File: src/design/ddo_pkg.sv
// Shared types, constants and the CORDIC arctangent table for the
// differential-drive odometry core. No dependencies.
package ddo_pkg;

   localparam int CORDIC_STEPS_DEF = 16;
   localparam int CORDIC_W         = 34;

   typedef logic signed [15:0]         speed_type;
   typedef logic [15:0]                period_type;
   typedef logic signed [23:0]         rate_type;
   typedef logic signed [31:0]         pos_type;
   typedef logic [31:0]                angle_type;
   typedef logic [23:0]                inv_type;
   typedef logic signed [CORDIC_W-1:0] cordic_type;

   // 1/0.401 m in 2^-16 per metre
   localparam inv_type          INV_BASELINE_RESET = 24'd163431;
   // 2^32 / (2 pi) scaled, rad to binary angle
   localparam logic [29:0]      TURN_TO_ANGLE      = 30'd683565276;
   localparam cordic_type       CORDIC_GAIN        = 34'sd652032875;

   function automatic angle_type atan_angle(input logic [4:0] idx);
      case (idx)
         5'd0:  return 32'h20000000;
         5'd1:  return 32'h12E4051E;
         5'd2:  return 32'h09FB385B;
         5'd3:  return 32'h051111D4;
         5'd4:  return 32'h028B0D43;
         5'd5:  return 32'h0145D7E1;
         5'd6:  return 32'h00A2F61E;
         5'd7:  return 32'h00517C55;
         5'd8:  return 32'h0028BE53;
         5'd9:  return 32'h00145F2F;
         5'd10: return 32'h000A2F98;
         5'd11: return 32'h000517CC;
         5'd12: return 32'h00028BE6;
         5'd13: return 32'h000145F3;
         5'd14: return 32'h0000A2FA;
         5'd15: return 32'h0000517D;
         5'd16: return 32'h000028BE;
         5'd17: return 32'h0000145F;
         5'd18: return 32'h00000A30;
         5'd19: return 32'h00000518;
         5'd20: return 32'h0000028C;
         5'd21: return 32'h00000146;
         5'd22: return 32'h000000A3;
         5'd23: return 32'h00000051;
         5'd24: return 32'h00000029;
         5'd25: return 32'h00000014;
         5'd26: return 32'h0000000A;
         5'd27: return 32'h00000005;
         5'd28: return 32'h00000003;
         5'd29: return 32'h00000001;
         5'd30: return 32'h00000001;
         default: return 32'h00000000;
      endcase
   endfunction

endpackage

File: src/design/ddo_req_if.sv
// Input channel: wheel speeds and sample period.
// Depends on ddo_pkg.
interface ddo_req_if;
   import ddo_pkg::*;
   logic       valid;
   logic       ready;
   speed_type  left_speed;
   speed_type  right_speed;
   period_type period;
   modport source (output valid, left_speed, right_speed, period, input ready);
   modport sink   (input valid, left_speed, right_speed, period, output ready);
endinterface

File: src/design/ddo_rsp_if.sv
// Result channel: velocities, turn rate and pose.
// Depends on ddo_pkg.
interface ddo_rsp_if;
   import ddo_pkg::*;
   logic      valid;
   logic      ready;
   speed_type vel_x;
   speed_type vel_y;
   rate_type  turn_rate;
   pos_type   pos_x;
   pos_type   pos_y;
   angle_type heading;
   modport source (output valid, vel_x, vel_y, turn_rate, pos_x, pos_y, heading,
                   input ready);
   modport sink   (input valid, vel_x, vel_y, turn_rate, pos_x, pos_y, heading,
                   output ready);
endinterface

File: src/design/ddo_csr_if.sv
// Configuration write channel for the inverse wheel base register.
// Depends on ddo_pkg.
interface ddo_csr_if;
   import ddo_pkg::*;
   logic    valid;
   logic    ready;
   inv_type inv_baseline;
   modport source (output valid, inv_baseline, input ready);
   modport sink   (input valid, inv_baseline, output ready);
endinterface

File: src/design/ddo_cordic.sv
// Iterative rotation-mode CORDIC: one micro-rotation per cycle through a
// shared add/shift unit. Depends on ddo_pkg.
module ddo_cordic #(
   parameter int CORDIC_STEPS = ddo_pkg::CORDIC_STEPS_DEF
) (
   input  logic                 clock,
   input  logic                 reset,
   input  logic                 start,
   input  ddo_pkg::angle_type   angle,
   output logic                 done,
   output ddo_pkg::cordic_type  cos_out,
   output ddo_pkg::cordic_type  sin_out
);
   import ddo_pkg::*;

   localparam int IW = $clog2(CORDIC_STEPS);

   typedef enum logic [1:0] {CS_IDLE, CS_ITER, CS_FIX} cor_state_type;

   cor_state_type state_ff;
   logic [IW-1:0] step_ff;
   cordic_type    x_ff, y_ff, z_ff;
   cordic_type    x_in, y_in, z_in;
   cordic_type    dx, dy, at;
   cordic_type    cos_ff, sin_ff;
   logic          flip_ff, done_ff;
   logic          flip;
   angle_type     folded;

   // quadrants two and three fold onto one and four by a half turn
   assign flip   = angle[31] ^ angle[30];
   assign folded = {angle[31] ^ flip, angle[30:0]};

   always_comb begin
      dx = y_ff >>> step_ff;
      dy = x_ff >>> step_ff;
      at = $signed({2'b00, atan_angle(5'(step_ff))});
      if (!z_ff[CORDIC_W-1]) begin
         x_in = x_ff - dx;
         y_in = y_ff + dy;
         z_in = z_ff - at;
      end else begin
         x_in = x_ff + dx;
         y_in = y_ff - dy;
         z_in = z_ff + at;
      end
   end

   always_ff @(posedge clock) begin
      if (reset) begin
         state_ff <= CS_IDLE;
         done_ff  <= 1'b0;
      end else begin
         done_ff <= 1'b0;
         case (state_ff)
            CS_IDLE: begin
               if (start) begin
                  x_ff     <= CORDIC_GAIN;
                  y_ff     <= '0;
                  z_ff     <= {{(CORDIC_W-32){folded[31]}}, folded};
                  flip_ff  <= flip;
                  step_ff  <= '0;
                  state_ff <= CS_ITER;
               end
            end
            CS_ITER: begin
               x_ff    <= x_in;
               y_ff    <= y_in;
               z_ff    <= z_in;
               step_ff <= step_ff + 1'b1;
               if (step_ff == IW'(CORDIC_STEPS - 1)) begin
                  state_ff <= CS_FIX;
               end
            end
            CS_FIX: begin
               cos_ff   <= flip_ff ? -x_ff : x_ff;
               sin_ff   <= flip_ff ? -y_ff : y_ff;
               done_ff  <= 1'b1;
               state_ff <= CS_IDLE;
            end
            default: state_ff <= CS_IDLE;
         endcase
      end
   end

   assign done    = done_ff;
   assign cos_out = cos_ff;
   assign sin_out = sin_ff;

`ifndef SYNTH
   a_done_after_fix: assert property (@(posedge clock) disable iff (reset)
      done_ff |-> $past(state_ff) == CS_FIX)
      else $error("cordic done without final step");
`endif

endmodule

File: src/design/diff_drive_odometry_core.sv
// Differential-drive odometry: heading, CORDIC resolve and pose integration.
// A new item is taken only once the previous one is through; the pace is set by the shared
// 34x31 multiplier sequence and the CORDIC, and a held result stalls only the final step.
// Reset: pose and heading cleared, inv_baseline back to 163431 (0.401 m base).
// Depends on ddo_pkg, ddo_req_if, ddo_rsp_if, ddo_csr_if and ddo_cordic.
module diff_drive_odometry_core #(
   parameter int CORDIC_STEPS = ddo_pkg::CORDIC_STEPS_DEF
) (
   input logic        clock,
   input logic        reset,
   ddo_req_if.sink    req_if,
   ddo_rsp_if.source  rsp_if,
   ddo_csr_if.sink    csr_if
);
   import ddo_pkg::*;

   typedef enum logic [3:0] {
      ST_IDLE, ST_W, ST_T, ST_M, ST_KH, ST_KL, ST_INC, ST_HEAD,
      ST_ROT, ST_WAIT, ST_FX, ST_FY, ST_PX, ST_PY, ST_DONE
   } state_type;

   state_type          state_ff;
   inv_type            inv_ff;
   pos_type            pos_x_ff, pos_y_ff;
   angle_type          heading_ff;
   logic signed [16:0] sum_ff, diff_ff;
   period_type         per_ff;
   logic signed [24:0] w_ff;
   logic [25:0]        m_ff;
   logic [47:0]        ahi_ff;
   angle_type          inc_ff;
   logic signed [33:0] fx_ff, fy_ff;
   logic signed [64:0] prod_ff;
   logic               rsp_valid_ff;
   speed_type          vel_x_ff, vel_y_ff;
   rate_type           turn_rate_ff;
   pos_type            rsp_pos_x_ff, rsp_pos_y_ff;
   angle_type          rsp_heading_ff;

   logic signed [33:0] mul_a;
   logic signed [30:0] mul_b;
   logic [16:0]        absd;
   logic [47:0]        inc_sum;
   logic signed [32:0] pos_sum;
   logic               rsp_load;
   logic               cor_start, cor_done;
   cordic_type         cor_cos, cor_sin;

   function automatic speed_type sat16(input logic signed [17:0] v);
      if (v > 18'sd32767) return 16'sh7FFF;
      else if (v < -18'sd32768) return 16'sh8000;
      else return v[15:0];
   endfunction

   function automatic rate_type sat24(input logic signed [24:0] v);
      if (v > 25'sd8388607) return 24'sh7FFFFF;
      else if (v < -25'sd8388608) return 24'sh800000;
      else return v[23:0];
   endfunction

   function automatic pos_type sat32(input logic signed [32:0] v);
      if (v > 33'sd2147483647) return 32'sh7FFFFFFF;
      else if (v < -33'sd2147483648) return 32'sh80000000;
      else return v[31:0];
   endfunction

   ddo_cordic #(.CORDIC_STEPS(CORDIC_STEPS)) u_cordic (
      .clock   (clock),
      .reset   (reset),
      .start   (cor_start),
      .angle   (heading_ff),
      .done    (cor_done),
      .cos_out (cor_cos),
      .sin_out (cor_sin)
   );

   assign cor_start = (state_ff == ST_ROT);
   assign absd      = diff_ff[16] ? 17'(-diff_ff) : diff_ff;
   assign inc_sum   = ahi_ff + {18'b0, prod_ff[55:26]};
   assign rsp_load  = (state_ff == ST_DONE) && (!rsp_valid_ff || rsp_if.ready);

   always_comb begin
      if (state_ff == ST_PY) pos_sum = 33'(pos_x_ff) + 33'($signed(prod_ff[50:26]));
      else                   pos_sum = 33'(pos_y_ff) + 33'($signed(prod_ff[50:26]));
   end

   // shared multiplier operand select
   always_comb begin
      case (state_ff)
         ST_W: begin
            mul_a = 34'(diff_ff);
            mul_b = $signed({7'b0, inv_ff});
         end
         ST_T: begin
            mul_a = $signed({18'b0, absd[15:0]});
            mul_b = $signed({15'b0, per_ff});
         end
         ST_M: begin
            mul_a = $signed({2'b0, prod_ff[31:0]});
            mul_b = $signed({7'b0, inv_ff});
         end
         ST_KH: begin
            mul_a = $signed({4'b0, prod_ff[55:26]});
            mul_b = $signed({1'b0, TURN_TO_ANGLE});
         end
         ST_KL: begin
            mul_a = $signed({8'b0, m_ff});
            mul_b = $signed({1'b0, TURN_TO_ANGLE});
         end
         ST_FX: begin
            mul_a = cor_cos;
            mul_b = 31'(sum_ff);
         end
         ST_FY: begin
            mul_a = cor_sin;
            mul_b = 31'(sum_ff);
         end
         ST_PX: begin
            mul_a = fx_ff;
            mul_b = $signed({15'b0, per_ff});
         end
         ST_PY: begin
            mul_a = fy_ff;
            mul_b = $signed({15'b0, per_ff});
         end
         default: begin
            mul_a = '0;
            mul_b = '0;
         end
      endcase
   end

   always_ff @(posedge clock) begin
      if (state_ff != ST_DONE) begin
         prod_ff <= mul_a * mul_b;
      end
   end

   always_ff @(posedge clock) begin
      if (reset) begin
         state_ff     <= ST_IDLE;
         rsp_valid_ff <= 1'b0;
         inv_ff       <= INV_BASELINE_RESET;
         pos_x_ff     <= '0;
         pos_y_ff     <= '0;
         heading_ff   <= '0;
      end else begin
         if (csr_if.valid) begin
            inv_ff <= csr_if.inv_baseline;
         end
         if (rsp_load) begin
            rsp_valid_ff <= 1'b1;
         end else if (rsp_if.ready) begin
            rsp_valid_ff <= 1'b0;
         end
         case (state_ff)
            ST_IDLE: begin
               if (req_if.valid) begin
                  sum_ff   <= 17'(req_if.left_speed) + 17'(req_if.right_speed);
                  diff_ff  <= 17'(req_if.right_speed) - 17'(req_if.left_speed);
                  per_ff   <= req_if.period;
                  state_ff <= ST_W;
               end
            end
            ST_W:  state_ff <= ST_T;
            ST_T: begin
               w_ff     <= prod_ff[40:16];
               state_ff <= ST_M;
            end
            ST_M:  state_ff <= ST_KH;
            ST_KH: begin
               m_ff     <= prod_ff[25:0];
               state_ff <= ST_KL;
            end
            ST_KL: begin
               ahi_ff   <= prod_ff[47:0];
               state_ff <= ST_INC;
            end
            ST_INC: begin
               inc_ff   <= inc_sum[47:16];
               state_ff <= ST_HEAD;
            end
            ST_HEAD: begin
               heading_ff <= w_ff[24] ? heading_ff - inc_ff : heading_ff + inc_ff;
               state_ff   <= ST_ROT;
            end
            ST_ROT: state_ff <= ST_WAIT;
            ST_WAIT: begin
               if (cor_done) state_ff <= ST_FX;
            end
            ST_FX: state_ff <= ST_FY;
            ST_FY: begin
               fx_ff    <= prod_ff[48:15];
               state_ff <= ST_PX;
            end
            ST_PX: begin
               fy_ff    <= prod_ff[48:15];
               state_ff <= ST_PY;
            end
            ST_PY: begin
               pos_x_ff <= sat32(pos_sum);
               state_ff <= ST_DONE;
            end
            ST_DONE: begin
               if (rsp_load) begin
                  pos_y_ff       <= sat32(pos_sum);
                  rsp_pos_x_ff   <= pos_x_ff;
                  rsp_pos_y_ff   <= sat32(pos_sum);
                  rsp_heading_ff <= heading_ff;
                  vel_x_ff       <= sat16(fx_ff[33:16]);
                  vel_y_ff       <= sat16(fy_ff[33:16]);
                  turn_rate_ff   <= sat24(w_ff);
                  state_ff       <= ST_IDLE;
               end
            end
            default: state_ff <= ST_IDLE;
         endcase
      end
   end

   assign req_if.ready     = (state_ff == ST_IDLE);
   assign csr_if.ready     = 1'b1;
   assign rsp_if.valid     = rsp_valid_ff;
   assign rsp_if.vel_x     = vel_x_ff;
   assign rsp_if.vel_y     = vel_y_ff;
   assign rsp_if.turn_rate = turn_rate_ff;
   assign rsp_if.pos_x     = rsp_pos_x_ff;
   assign rsp_if.pos_y     = rsp_pos_y_ff;
   assign rsp_if.heading   = rsp_heading_ff;

`ifndef SYNTH
   a_busy_after_accept: assert property (@(posedge clock) disable iff (reset)
      (req_if.valid && req_if.ready) |=> !req_if.ready)
      else $error("item taken while sequence running");

   a_cordic_done_in_wait: assert property (@(posedge clock) disable iff (reset)
      cor_done |-> state_ff == ST_WAIT)
      else $error("cordic result outside wait state");

   a_rsp_from_done: assert property (@(posedge clock) disable iff (reset)
      $rose(rsp_if.valid) |-> $past(state_ff) == ST_DONE)
      else $error("result raised outside final step");
`endif

endmodule
File: src/flat_wrapper.sv
// flat-port wrapper written by rule: the top's interface ports become plain ports
module diff_drive_odometry_core_flat import ddo_pkg::*;
#(
   parameter int CORDIC_STEPS = ddo_pkg::CORDIC_STEPS_DEF
)
  (clock, reset, req_if_valid, req_if_left_speed, req_if_right_speed, req_if_period, req_if_ready, rsp_if_valid, rsp_if_vel_x, rsp_if_vel_y, rsp_if_turn_rate, rsp_if_pos_x, rsp_if_pos_y, rsp_if_heading, rsp_if_ready, csr_if_valid, csr_if_inv_baseline, csr_if_ready);
  ddo_req_if req_if_i ();
  ddo_rsp_if rsp_if_i ();
  ddo_csr_if csr_if_i ();
  input logic clock;
  input logic reset;
  input wire logic [$bits(req_if_i.valid)-1:0] req_if_valid;
  input wire logic [$bits(req_if_i.left_speed)-1:0] req_if_left_speed;
  input wire logic [$bits(req_if_i.right_speed)-1:0] req_if_right_speed;
  input wire logic [$bits(req_if_i.period)-1:0] req_if_period;
  output wire logic [$bits(req_if_i.ready)-1:0] req_if_ready;
  output wire logic [$bits(rsp_if_i.valid)-1:0] rsp_if_valid;
  output wire logic [$bits(rsp_if_i.vel_x)-1:0] rsp_if_vel_x;
  output wire logic [$bits(rsp_if_i.vel_y)-1:0] rsp_if_vel_y;
  output wire logic [$bits(rsp_if_i.turn_rate)-1:0] rsp_if_turn_rate;
  output wire logic [$bits(rsp_if_i.pos_x)-1:0] rsp_if_pos_x;
  output wire logic [$bits(rsp_if_i.pos_y)-1:0] rsp_if_pos_y;
  output wire logic [$bits(rsp_if_i.heading)-1:0] rsp_if_heading;
  input wire logic [$bits(rsp_if_i.ready)-1:0] rsp_if_ready;
  input wire logic [$bits(csr_if_i.valid)-1:0] csr_if_valid;
  input wire logic [$bits(csr_if_i.inv_baseline)-1:0] csr_if_inv_baseline;
  output wire logic [$bits(csr_if_i.ready)-1:0] csr_if_ready;
  assign req_if_i.valid = req_if_valid;
  assign req_if_i.left_speed = req_if_left_speed;
  assign req_if_i.right_speed = req_if_right_speed;
  assign req_if_i.period = req_if_period;
  assign req_if_ready = req_if_i.ready;
  assign rsp_if_valid = rsp_if_i.valid;
  assign rsp_if_vel_x = rsp_if_i.vel_x;
  assign rsp_if_vel_y = rsp_if_i.vel_y;
  assign rsp_if_turn_rate = rsp_if_i.turn_rate;
  assign rsp_if_pos_x = rsp_if_i.pos_x;
  assign rsp_if_pos_y = rsp_if_i.pos_y;
  assign rsp_if_heading = rsp_if_i.heading;
  assign rsp_if_i.ready = rsp_if_ready;
  assign csr_if_i.valid = csr_if_valid;
  assign csr_if_i.inv_baseline = csr_if_inv_baseline;
  assign csr_if_ready = csr_if_i.ready;
  diff_drive_odometry_core #(.CORDIC_STEPS(CORDIC_STEPS)) u_core (.clock(clock), .reset(reset), .req_if(req_if_i), .rsp_if(rsp_if_i), .csr_if(csr_if_i));
endmodule
File: config.mk
export PLATFORM = sky130hd
export DESIGN_NAME = diff_drive_odometry_core_flat
export DESIGN_NICKNAME = d
export VERILOG_FILES = /design/src/design/ddo_pkg.sv /design/src/design/ddo_req_if.sv /design/src/design/ddo_rsp_if.sv /design/src/design/ddo_csr_if.sv /design/src/design/ddo_cordic.sv /design/src/design/diff_drive_odometry_core.sv /design/src/flat_wrapper.sv
export SDC_FILE = /design/constraint.sdc
export NUM_CORES = 2
export LEC_CHECK = 0
export ABC_AREA = 1
export ABC_CLOCK_PERIOD_IN_PS = 12250
export BUFFER_PORTS_ARGS = -buffer_cell sky130_fd_sc_hd__buf_2
export CORE_AREA = 2 2 472 474
export CTS_BUF_LIST = sky130_fd_sc_hd__clkbuf_4 sky130_fd_sc_hd__clkbuf_8
export DETAILED_ROUTE_END_ITERATION = 12
export DIE_AREA = 0 0 474 476
export HOLD_SLACK_MARGIN = 0.15
export PLACE_DENSITY = 0.53
export SLEW_MARGIN = 20
export SYNTH_ARGS = -nofsm -noshare
export SYNTH_HDL_FRONTEND = slang
export SYNTH_HIERARCHICAL = 1
export SYNTH_SLANG_ARGS = --single-unit
File: constraint.sdc
create_clock -name clock -period 12.25 [get_ports clock]
set_input_delay 1.225 -clock clock [delete_from_list [all_inputs] [get_ports clock]]
set_output_delay 1.225 -clock clock [all_outputs]
set_load 0.005 [all_outputs]
==> metrics.txt <==
Setup Crit Path Kind flip-flop to flip-flop; skew final between 0.04 and 0.05 ns; hold_ws between 0.4 and 0.5 ns; Core Rows around 170; Worst slew margin a little over a fifth; Clock power frac between 20 and 25%; final estimated routing congestion in global placement slightly below 1; register area share after synthesis between 20% and 30%; Crit path max-delay family adder cells; RSZ-0062 raised after global routing false; die width 474 um; total track usage approximately a quarter; fraction of layout cells with a size suffix above 1 7.57%; DPL Wire Length about 240 mm; WL met3 around 24 mm; largest net degree at the start of global routing a little under 90; top_reg_cell synth edfxtp_1; syn_area_per_cell ~8.2 um2; worst r2r src u_core/state_ff[0]$_SDFFE_PP0P_; total CTS buffers between 100 and 150; max-slew violations 0; area added between synthesis and finish 9.15%; Crit path largest cell delay roughly 1.0 ns; final instance count without filler cells ~13,000; average vias per placed instance approximately 5.2; Period Utilization, post-route approximately nine tenths; GRT Residual Overflow 0; Setup crit start kind flip-flop; Fin. Hold Viols 0; Worst VDD drop ~0.00015 V; Wirelength per Cell ~23 um; crit-path max FO 20; status complete, no violations; port bufs 230; maxcap violations 0; R2R setup slack between 1 and 1.5 ns; Post-synth EDFFs ~630; number of distinct library cells after synthesis 72; Int Pwr between 7000 and 8000 uW; synthesized net count 11,600; most frequent CP cell fa_1; 1st-pass router iterations 7; combinational share of power between 50% and 60%; Hold Path End u_core/rsp_if.pos_x[13]$_DFFE_PP_; CTS tree built; antenna-violating nets left 0; IO Pins between 200 and 250; H-tree levels 4; post-route DRC violation count 0; later-pin clock latency in the skew report 0.91 ns; commonest non-fill, non-tap cells in the layout 2,069 x nand2_1, 1,970 x inv_1, 993 x fa_1; placed insts between 10,000 and 15,000; clock tree buffer depth 3; DR iter-0 viols around 6,400; sw frac 47.7%; Sw Pwr between 6000 and 7000 uW; Final Net Count approximately 12,000; DIE AREA 226,000 um2; # fillers between 20,000 and 25,000; commonest non-fill, non-tap cell in the layout nand2_1; Hold Path Cell Cnt 0; reg2reg end u_core/prod_ff[48]$_DFFE_PN_; WP buf/inv 11; CP max-delay cell clkinv_1; CP required ~13 ns; Static Leak about 0.043 uW; worst r2r path cells 32; Resized cells post-CTS 0; Slew @ Worst Pin about 1.2 ns; final WL 302 mm; Sequential Power Share a little over a quarter; post-route minimum period 10.82 ns; Worst Setup Slack, final 1.43 ns; post-CTS setup buffer count 0; Worst-path clk slew ~0.060 ns; CTS Root Cell clkbuf_8; starting density of the core 37.7%; Final Setup Violations 0; initial antenna violation count 13; Power Density ~150 nW/um2; DIE HEIGHT between 400 and 500 um; Post-synth ARST share 0%; highest routed layer met5; Max Freq around 92 MHz; area of the core 221,000 um2; Syn Inst Count just over 10,000; met2 routed WL approximately 130 mm; final setup TNS 0 ns; vias ~70,000; vias in the first global route between 60,000 and 70,000; pre-CTS setup slack about 1.8 ns; CTS Hold Bufs 0; YS warnings 6; worst hold start u_core/pos_x_ff[13]$_SDFFE_PP0P_; Hold Path Class flip-flop to flip-flop; first-pass GRT wire length about 450 mm; Sink Count 789; Metal-1 WL approximately 130 mm; CP arrival about 11 ns; Synth Cell Area around 83,000 um2; CP endpoint kind flip-flop; Yosys reg bits ~790
[cell type report]
cell class / instances / area [um2] / share of cell area, %
multi-input combinational: 6968 / 52200 / 57.4
sequential: 789 / 22100 / 24.3
inverter: 2020 / 7580 / 8.35
tap: 2975 / 3720 / 4.10
clock buffer: 209 / 2540 / 2.79
timing repair buffer: 361 / 2140 / 2.35
clock inverter: 57 / 543 / 0.598
antenna: 7 / 17.5 / 0.0193
[flip-flops by register name, indices dropped and copies added, names as in the netlist, 17 cells and up]
register / flops
u_core/u_cordic/y_ff: 34
u_core/u_cordic/z_ff: 34
u_core/fx_ff: 34
u_core/m_ff: 26
u_core/prod_ff: 56
u_core/fy_ff: 34
u_core/w_ff: 25
u_core/sum_ff: 17
u_core/u_cordic/at: 30
u_core/heading_ff: 32
u_core/rsp_if.heading: 32
u_core/rsp_if.pos_y: 32
u_core/u_cordic/x_ff: 34
u_core/pos_x_ff: 32
u_core/rsp_if.turn_rate: 24
u_core/inc_ff: 32
u_core/ahi_ff: 48
u_core/inv_ff: 24
u_core/u_cordic/sin_out: 34
u_core/rsp_if.pos_x: 32
u_core/u_cordic/cos_out: 34
u_core/pos_y_ff: 32
[power by group through the flow]
stage,sequential [uW],clock [uW],combinational (uW)
2_1_floorplan,3430,0,4580
3_3_place_gp,3620,0,7110
3_5_place_dp,3620,0,7130
4_1_cts,3570,2840,7190
5_1_grt,3570,2940,7940
6_report,3580,2750,7220
[Yosys cell counts (33+ instances only)]
library cell	instances	area share, %
o21a_1	53	0.48
inv_1	1977	8.9
a21o_1	35	0.32
inv_2	34	0.15
a221oi_1	33	0.35
nand3_1	534	3.2
buf_2	87	0.52
clkbuf_1	206	0.93
nand4_1	62	0.47
edfxtp_1	631	23
o21bai_1	35	0.32
nand2_1	2071	9.3
a21oi_1	523	3.1
xor2_1	238	2.5
nor3_1	74	0.44
xnor2_1	120	1.3
o21ai_0	447	2.7
ha_1	421	6.3
a31oi_1	52	0.39
fa_1	993	24
nor4_1	33	0.25
a22o_1	33	0.35
dfxtp_1	158	3.8
nor2_1	932	4.2
[logic make-up (layout without fill, tap and decap cells)]
group	count (synthesis)	after routing	share of synthesized area (%)
flip-flops	789	789	26.6
XOR/XNOR	359	359	3.79
AND/OR/NAND/NOR	3809	3809	18.8
buffers and inverters	2360	2647	10.9
other	1	8	0.00451
AO/OA/AOI/OAI	1385	1385	9.68
adder cells (fa/ha/maj)	1414	1414	30.2
[metal layers]
metal / track usage, % / vias to the layer above
met2: 41.5 / 2818
met3: 4.15 / 516
li1: - / 32200
met1: 37.3 / 34600
met4: 9.74 / 4
met5: 0 / -
[per-stage QoR]
step,util (%),power (uW),cell area (um2)
3_3_place_gp,39.7,10700,87700
3_5_place_dp,39.7,10700,87700
2_1_floorplan,-,8020,83200
5_1_grt,41.1,14500,90800
4_1_cts,41.1,13600,90800
6_report,41.1,13600,90800
[worst max path at each step]
| stage | from | endpoint | slack, ns | cells after the start |
|---|---|---|---|---|
| 3_3_place_gp | u_core/state_ff[1]$_SDFFE_PP0P_ | u_core/prod_ff[55]$_DFFE_PN_ | 1.79 | 36 |
| 2_1_floorplan | u_core/state_ff[3]$_SDFFE_PP0P_ | u_core/rsp_if.heading[0]$_DFFE_PP_ | 2.95 | 7 |
| 3_5_place_dp | u_core/state_ff[1]$_SDFFE_PP0P_ | u_core/prod_ff[48]$_DFFE_PN_ | 1.83 | 31 |
| 5_1_grt | u_core/state_ff[0]$_SDFFE_PP0P_ | u_core/prod_ff[52]$_DFFE_PN_ | 1.08 | 32 |
| 4_1_cts | u_core/state_ff[1]$_SDFFE_PP0P_ | u_core/prod_ff[48]$_DFFE_PN_ | 1.80 | 31 |
| 6_report | u_core/state_ff[0]$_SDFFE_PP0P_ | u_core/prod_ff[48]$_DFFE_PN_ | 1.43 | 32 |
Power figures use the tool's default switching activity.
